[src/hdl/dpwm_pkg.sv]
// Shared constants, types and state codes for the distinct peer window max block.
// Depends on nothing; every module under hdl imports it.
`default_nettype none

package dpwm_pkg;

   localparam int ID_SLOTS      = 4;
   localparam int HISTORY_DEPTH = 4;
   localparam int ID_WIDTH      = 16;

   // Fixed widths of the stream fields
   localparam int PEER_ID_W  = 16;
   localparam int OUT_CNT_W  = 3;
   localparam int RSP_DATA_W = 8;

   // Per-cycle count, able to hold ID_SLOTS itself
   localparam int CNT_W  = $clog2(ID_SLOTS + 1);
   // Sequencer step bound for both cell rows to settle after an accept: the longer row
   localparam int STEPS  = (ID_SLOTS > HISTORY_DEPTH) ? ID_SLOTS : HISTORY_DEPTH;
   localparam int STEP_W = $clog2(STEPS + 1);

   typedef enum logic {
      FUNC_HEARD = 1'b0,
      FUNC_END   = 1'b1
   } dpwm_func_type;

   typedef enum logic {
      ST_IDLE = 1'b0,
      ST_RUN  = 1'b1
   } dpwm_state_type;

   // Probe that walks the ID cell row, one cell per cycle
   typedef struct packed {
      logic                valid;
      logic                done;
      logic [ID_WIDTH-1:0] id;
   } dpwm_token_type;

endpackage

`default_nettype wire

[src/hdl/dpwm_id_cell.sv]
// One slot of the peer ID table: holds an ID, checks the passing probe against it.
// Depends on dpwm_pkg.
`default_nettype none

module dpwm_id_cell (
   input  wire                     clock,
   input  wire                     reset,
   input  wire                     clear,
   input  wire dpwm_pkg::dpwm_token_type tok_i,
   output dpwm_pkg::dpwm_token_type tok_o,
   output logic                    store_o
);
   import dpwm_pkg::*;

   dpwm_token_type      tok_ff;
   logic                occ_ff;
   logic                occ_in;
   logic [ID_WIDTH-1:0] id_ff;
   logic [ID_WIDTH-1:0] id_in;
   logic                hit;

   always_comb begin
      hit     = tok_ff.valid && !tok_ff.done && occ_ff && (id_ff == tok_ff.id);
      // first free slot reached with no match upstream: take the ID here
      store_o = tok_ff.valid && !tok_ff.done && !occ_ff;
      tok_o   = tok_ff;
      if (hit || store_o) begin
         tok_o.done = 1'b1;
      end
      occ_in = clear ? 1'b0 : (occ_ff || store_o);
      id_in  = store_o ? tok_ff.id : id_ff;
   end

   always_ff @(posedge clock) begin
      if (reset) begin
         tok_ff <= '0;
         occ_ff <= 1'b0;
      end else begin
         tok_ff <= tok_i;
         occ_ff <= occ_in;
      end
   end

   always_ff @(posedge clock) begin
      id_ff <= id_in;
   end

endmodule

`default_nettype wire

[src/hdl/dpwm_hist_cell.sv]
// One entry of the count history: shifts toward the oldest end, forwards a running max.
// Depends on dpwm_pkg.
`default_nettype none

module dpwm_hist_cell (
   input  wire                         clock,
   input  wire                         reset,
   input  wire                         shift,
   input  wire  [dpwm_pkg::CNT_W-1:0]  cnt_i,
   input  wire  [dpwm_pkg::CNT_W-1:0]  pmax_i,
   output logic [dpwm_pkg::CNT_W-1:0]  cnt_o,
   output logic [dpwm_pkg::CNT_W-1:0]  pmax_o
);
   import dpwm_pkg::*;

   logic [CNT_W-1:0] cnt_ff;
   logic [CNT_W-1:0] cnt_in;
   logic [CNT_W-1:0] pmax_ff;
   logic [CNT_W-1:0] pmax_in;

   always_comb begin
      cnt_in  = shift ? cnt_i : cnt_ff;
      pmax_in = (cnt_ff > pmax_i) ? cnt_ff : pmax_i;
      cnt_o   = cnt_ff;
      pmax_o  = pmax_ff;
   end

   always_ff @(posedge clock) begin
      if (reset) begin
         cnt_ff  <= '0;
         pmax_ff <= '0;
      end else begin
         cnt_ff  <= cnt_in;
         pmax_ff <= pmax_in;
      end
   end

endmodule

`default_nettype wire

[src/hdl/distinct_peer_window_max.sv]
// One item in flight: a new request is taken only once the response for the last one
// has been loaded; a stalled response holds off the next request. The sequencer waits
// for the probe walking the ID cell row one slot per cycle and for the running max
// rippling one history cell per cycle.
// Reset (synchronous, active high) clears the count, slot occupancy, the history window
// and the response valid flag; stored IDs and response data are not cleared.
`default_nettype none

module distinct_peer_window_max (
   input  wire                                 clock,
   input  wire                                 reset,
   // request channel
   input  wire                                 req_tvalid,
   output logic                                req_tready,
   input  wire  [dpwm_pkg::PEER_ID_W-1:0]      req_tdata,  // [15:0] peer_id
   input  wire                                 req_tuser,  // [0] func
   // response channel
   output logic                                rsp_tvalid,
   input  wire                                 rsp_tready,
   output logic [dpwm_pkg::RSP_DATA_W-1:0]     rsp_tdata   // [2:0] distinct_now,
                                                           // [5:3] window_max,
                                                           // [6] anyone_present,
                                                           // [7] table_full
);
   import dpwm_pkg::*;

   dpwm_state_type           state_ff;
   dpwm_state_type           state_in;
   logic [STEP_W-1:0]        step_ff;
   logic [STEP_W-1:0]        step_in;
   logic [CNT_W-1:0]         count_ff;
   logic [CNT_W-1:0]         count_in;
   logic                     rsp_valid_ff;
   logic                     rsp_valid_in;
   logic [RSP_DATA_W-1:0]    rsp_data_ff;
   logic [RSP_DATA_W-1:0]    rsp_data_in;

   logic                     req_xfer;
   logic                     end_xfer;
   logic                     finish;
   logic                     any_store;
   logic [ID_WIDTH+PEER_ID_W-1:0] id_ext;
   dpwm_token_type           inject;
   logic [CNT_W+OUT_CNT_W-1:0]    now_ext;
   logic [CNT_W+OUT_CNT_W-1:0]    max_ext;

   // cell rows
   dpwm_token_type           tok_chain [ID_SLOTS];
   logic [ID_SLOTS-1:0]      store_vec;
   logic [CNT_W-1:0]         cnt_chain  [HISTORY_DEPTH];
   logic [CNT_W-1:0]         pmax_chain [HISTORY_DEPTH];
   logic [CNT_W-1:0]         window_max;

   assign req_tready = (state_ff == ST_IDLE);
   assign req_xfer   = req_tvalid && req_tready;
   assign end_xfer   = req_xfer && (req_tuser == FUNC_END);

   // take the ID modulo 2^ID_WIDTH
   assign id_ext = {{ID_WIDTH{1'b0}}, req_tdata};

   always_comb begin
      inject.valid = req_xfer && (req_tuser == FUNC_HEARD);
      inject.done  = 1'b0;
      inject.id    = id_ext[ID_WIDTH-1:0];
   end

   // ID table: probe enters slot 0 and advances one slot per cycle
   genvar k;
   generate
      for (k = 0; k < ID_SLOTS; k++) begin : g_id
         dpwm_token_type tok_in_k;
         dpwm_token_type tok_out_k;
         if (k == 0) begin : g_first
            assign tok_in_k = inject;
         end else begin : g_rest
            assign tok_in_k = tok_chain[k-1];
         end
         dpwm_id_cell u_cell (
            .clock   (clock),
            .reset   (reset),
            .clear   (end_xfer),
            .tok_i   (tok_in_k),
            .tok_o   (tok_out_k),
            .store_o (store_vec[k])
         );
         assign tok_chain[k] = tok_out_k;
      end
   endgenerate

   assign any_store = |store_vec;

   // History window: newest at cell 0, oldest drops off the far end.
   // The running max ripples from cell 0 to the last cell, one cell per cycle.
   generate
      for (k = 0; k < HISTORY_DEPTH; k++) begin : g_hist
         logic [CNT_W-1:0] cnt_in_k;
         logic [CNT_W-1:0] pmax_in_k;
         if (k == 0) begin : g_first
            assign cnt_in_k  = count_ff;
            assign pmax_in_k = '0;
         end else begin : g_rest
            assign cnt_in_k  = cnt_chain[k-1];
            assign pmax_in_k = pmax_chain[k-1];
         end
         dpwm_hist_cell u_cell (
            .clock  (clock),
            .reset  (reset),
            .shift  (end_xfer),
            .cnt_i  (cnt_in_k),
            .pmax_i (pmax_in_k),
            .cnt_o  (cnt_chain[k]),
            .pmax_o (pmax_chain[k])
         );
      end
   endgenerate

   assign window_max = pmax_chain[HISTORY_DEPTH-1];

   // Distinct count: clear at end of cycle, advance when a slot takes a new ID
   always_comb begin
      if (end_xfer) begin
         count_in = '0;
      end else if (any_store) begin
         count_in = count_ff + CNT_W'(1);
      end else begin
         count_in = count_ff;
      end
   end

   // Sequencer: step until step_ff reaches STEPS so both rows settle, then load the response
   assign finish = (state_ff == ST_RUN) && (step_ff == STEP_W'(STEPS))
                   && (!rsp_valid_ff || rsp_tready);

   always_comb begin
      state_in = state_ff;
      step_in  = step_ff;
      unique case (state_ff)
         ST_IDLE: begin
            if (req_xfer) begin
               state_in = ST_RUN;
               step_in  = '0;
            end
         end
         ST_RUN: begin
            if (finish) begin
               state_in = ST_IDLE;
            end else if (step_ff != STEP_W'(STEPS)) begin
               step_in = step_ff + STEP_W'(1);
            end
         end
         default: begin
            state_in = ST_IDLE;
         end
      endcase
   end

   // Response register: hold until transferred, refill when the sequencer finishes
   always_comb begin
      now_ext = {{OUT_CNT_W{1'b0}}, count_ff};
      max_ext = {{OUT_CNT_W{1'b0}}, window_max};
      rsp_data_in = rsp_data_ff;
      if (finish) begin
         rsp_data_in = {(count_ff == CNT_W'(ID_SLOTS)),
                        (window_max != '0),
                        max_ext[OUT_CNT_W-1:0],
                        now_ext[OUT_CNT_W-1:0]};
      end
      if (finish) begin
         rsp_valid_in = 1'b1;
      end else if (rsp_tready) begin
         rsp_valid_in = 1'b0;
      end else begin
         rsp_valid_in = rsp_valid_ff;
      end
   end

   always_ff @(posedge clock) begin
      if (reset) begin
         state_ff     <= ST_IDLE;
         step_ff      <= '0;
         count_ff     <= '0;
         rsp_valid_ff <= 1'b0;
      end else begin
         state_ff     <= state_in;
         step_ff      <= step_in;
         count_ff     <= count_in;
         rsp_valid_ff <= rsp_valid_in;
      end
   end

   always_ff @(posedge clock) begin
      rsp_data_ff <= rsp_data_in;
   end

   assign rsp_tvalid = rsp_valid_ff;
   assign rsp_tdata  = rsp_data_ff;

endmodule

`default_nettype wire

[config.mk]
export PLATFORM = sky130hd
export DESIGN_NAME = distinct_peer_window_max
export DESIGN_NICKNAME = d
export VERILOG_FILES = /design/src/hdl/dpwm_pkg.sv /design/src/hdl/dpwm_id_cell.sv /design/src/hdl/dpwm_hist_cell.sv /design/src/hdl/distinct_peer_window_max.sv
export SDC_FILE = /design/constraint.sdc
export NUM_CORES = 1
export LEC_CHECK = 0
export ABC_AREA = 1
export ABC_CLOCK_PERIOD_IN_PS = 3100
export BUFFER_PORTS_ARGS = -buffer_cell sky130_fd_sc_hd__buf_4
export CAP_MARGIN = 20
export CELL_PAD_IN_SITES_DETAIL_PLACEMENT = 0
export CELL_PAD_IN_SITES_GLOBAL_PLACEMENT = 1
export CORE_AREA = 2 2 144 146
export CTS_CLUSTER_SIZE = 25
export DETAILED_ROUTE_END_ITERATION = 8
export DIE_AREA = 0 0 146 148
export PLACE_DENSITY = 0.72
export SLEW_MARGIN = 20
export SYNTH_ARGS = -nofsm -noshare
export SYNTH_HDL_FRONTEND = slang
export SYNTH_HIERARCHICAL = 1
export SYNTH_SLANG_ARGS = --single-unit
[constraint.sdc]
create_clock -name clock -period 3.1 [get_ports clock]
set_input_delay 0.155 -clock clock [delete_from_list [all_inputs] [get_ports clock]]
set_output_delay 0.155 -clock clock [all_outputs]
set_load 0.03 [all_outputs]
==> impl_results.md <==
* Worst slew margin at 0.4844
* # H-tree levels at 4
* Max rail drop VDD at 323.1 uV
* Number of cells on the worst reg-to-reg path at 4
* Hold Path Cell Cnt at 3
* CP max stage delay at 0.61 ns
* Number of sinks on the clock net at 148
* Max Cap Violations at 0
* Post-CTS clock slew at the launch and capture registers of the worst setup and hold paths at 0.06 ns
* Gate power share at 0.096
* End point of the worst hold path: state_ff
* Layout net count at 821
* Max Buffers Root-to-Sink at 2
* Synth Instances at 750
* Crit-path cells: inv_1, ha_1, nand3_1, nor2_1
* Layout-stage area growth over the synthesis result at 17.38%
* Total global routing track utilization at 0.1004
* Fraction of layout instances using a drive strength above 1 at 0.1192
* R2r setup slk at 1.46 ns
* Cts bufs inserted at 17
* Status: finished, final reports clean
* Power density over the cells at 619.7 nW/um^2
* DRC violations left at 0
* Class of the tightest hold or removal check: primary input to flip-flop
* Reg-to-Reg End: rsp_tdata[5]
* Final weighted congestion in routability-driven placement at 0.6973
* Net Sw Frac at 0.2265
* Synthesized cell area at 6344 sq um
* Placed cell areas at 6669 sq um
* Reg2reg start: step_ff[0]
* Number of top-level design ports at 31
* Setup_tns at 0 ns
* Start point of the worst hold path: req_tvalid
* Input/output buffers at 30
* RSZ-0062 raised after global routing: false
* Routed Antenna Nets at 0
* Cell type of the slowest stage on the worst timing path: sky130_fd_sc_hd__nor2_1
* Transition time at the pin with the least slew margin at 0.7706 ns
* Arrival time reported for the critical path endpoint at 1.69 ns
* Final number of max-transition violations at 0
* Number of hold violations in the final report at 0
* Half-perimeter wire length of the detailed placement result at 6.853 mm
* Non-Filler Cell Area, Final at 7446 sq um
* Worst path setup slack after routing at 1.460 ns
* Cell internal power dissipation at 3.569 mW
* Maximum number of pins on one net before global-route repair at 68
* Net switching component of the power at 1.045 mW
* Leakage power of the design at 3.281 nW
* Critical path startpoint category: flip-flop
* Wire length reported by the detailed router at 9.735 mm
* Final cycle utilization of the critical path at 0.5292
* Initial cell density of the core at 0.3166
* Wire length of the first global-routing pass at 17.39 mm
* Synthesis warning total at 6
* Post-route core utilization at 0.3716
* Cell family contributing the most delay on the critical path: simple AND/OR/NAND/NOR gates
* Initial detailed-routing violation count at 143
* CTS tree: done
* Share of total power in sequential cells at 0.472
* Shortest period the worst path allows at 1.640 ns
* Clock network latency to the later pin of the worst-skew pair at 0.41 ns
* Via Count at 4,122
* First-pass iteration count of the detailed router at 4
* Number of antenna violations at the first check in global routing at 0
* Root buffer selected by CTS: sky130_fd_sc_hd__clkbuf_16
* Endpoint type of the worst setup path: flip-flop
* Die outline height at 148 um
* Number of global-route vias before repair at 3,968
* Average vias per placed instance at 3.863
* Final Skew at 0.008031 ns
* Required time worst endpoint at 3.15 ns
* Critical Path Fanout Max at 9
* Post-DR wirelength/cell at 9.124 um
* Count of antenna diodes in the layout at 0
* Maximum achievable frequency at 609.6 MHz
* Clock power frac at 0.432
* Bufs and invs on worst path at 1
* Standard-cell row count at 52
* Avg Synthesized Cell Area at 8.458 sq um
* Core area at 20,040 sq um
* Setup Buffers After CTS at 0
* Horizontal die dimension at 146 um
* Post-place setup slack at 1.439 ns
* Critical path class: flip-flop to flip-flop
* Die area at 21,610 sq um
* Number of setup violations in the final report at 0
* Global route overflow at 0
-- repair_timing --
| action | CTS | global route |
|---|---|---|
| hold buffers | 18 | 0 |
| resized for setup | 0 | 0 |
| hold endpoints to repair | 18 | 0 |
-- layout by cell type, fill, tap and decap left out, types with 5 or more instances in the layout --
cell and instances:
sky130_fd_sc_hd__a21oi_1 28, sky130_fd_sc_hd__a21oi_2 7, sky130_fd_sc_hd__buf_4 33, sky130_fd_sc_hd__clkbuf_16 18
sky130_fd_sc_hd__clkbuf_8 5, sky130_fd_sc_hd__conb_1 7, sky130_fd_sc_hd__dfxtp_1 92, sky130_fd_sc_hd__dlygate4sd3_1 18
sky130_fd_sc_hd__edfxtp_1 56, sky130_fd_sc_hd__ha_1 16, sky130_fd_sc_hd__inv_1 170, sky130_fd_sc_hd__nand2_1 137
sky130_fd_sc_hd__nand2_2 5, sky130_fd_sc_hd__nand3_1 28, sky130_fd_sc_hd__nand3_2 5, sky130_fd_sc_hd__nor2_1 109
sky130_fd_sc_hd__nor2_2 10, sky130_fd_sc_hd__nor3_1 5, sky130_fd_sc_hd__o21ai_0 17, sky130_fd_sc_hd__or2_1 6
sky130_fd_sc_hd__xnor2_1 6
-- tightest hold or removal path, stage by stage --
cell	delay (ns)
sky130_fd_sc_hd__buf_4	0.10
sky130_fd_sc_hd__o21ai_0	0.07
sky130_fd_sc_hd__nor2_1	0.09
-- sequential cells by signal (all words and copies together) (netlist names), 3 cells and up --
register,cells
g_id.u_cell/occ_ff,4
rsp_tdata,8
count_ff,3
g_hist.u_cell/pmax_o,12
g_id.u_cell/id_ff,48
g_id.u_cell/tok_o,52
g_id.u_cell/tok_ff,4
step_ff,3
g_hist.u_cell/cnt_o,12
-- area by class of cell --
class                   count  area (sq um)
flip-flops and latches    148          3523
repair buffers             51         427.9
clock inverters             6         66.31
fillers                  2075         12590
clock buffers              26         530.5
multi-input cells         395          1918
well taps                 270         337.8
inverters                 171         641.9
-- power by group through the flow --
stage / Combinational, mW / Clock, mW / Sequential, mW
2_1_floorplan: 0.373 / 0 / 2.20
3_3_place_gp: 0.431 / 0 / 2.22
3_5_place_dp: 0.430 / 0 / 2.22
4_1_cts: 0.449 / 2.06 / 2.18
5_1_grt: 0.514 / 2.13 / 2.20
6_report: 0.443 / 1.99 / 2.18
-- per-stage QoR --
| step | power, mW | cells | hold slack, ns |
|---|---|---|---|
| finish | 4.614 | 1067 | 0.04052 |
| global placement | 2.652 | 1017 | 0.3567 |
| CTS | 4.687 | 1067 | 0.01494 |
| floorplan | 2.577 | 756 | 0.2174 |
| detailed placement | 2.654 | 1017 | 0.3602 |
| global route | 4.842 | 1067 | 0.06475 |
-- metal layers --
metal	global-route usage	share of wire	vias up
li1	-	-	2286
met1	0.1101	0.45	1784
met2	0.1767	0.50	38
met3	0.02932	0.025	14
met4	0.05243	0.019	0
met5	0	0	-
-- worst max path at each step --
stage | from | endpoint | cells past startpoint
floorplan | g_id[1].u_cell/tok_ff[16] | count_ff[2] | 5
global placement | step_ff[0] | rsp_tdata[5] | 4
detailed placement | step_ff[0] | rsp_tdata[5] | 4
CTS | step_ff[0] | rsp_tdata[5] | 4
global route | state_ff | g_hist[2].u_cell/cnt_o[0] | 6
finish | step_ff[0] | rsp_tdata[5] | 4
(Power assumes the default switching activity.)
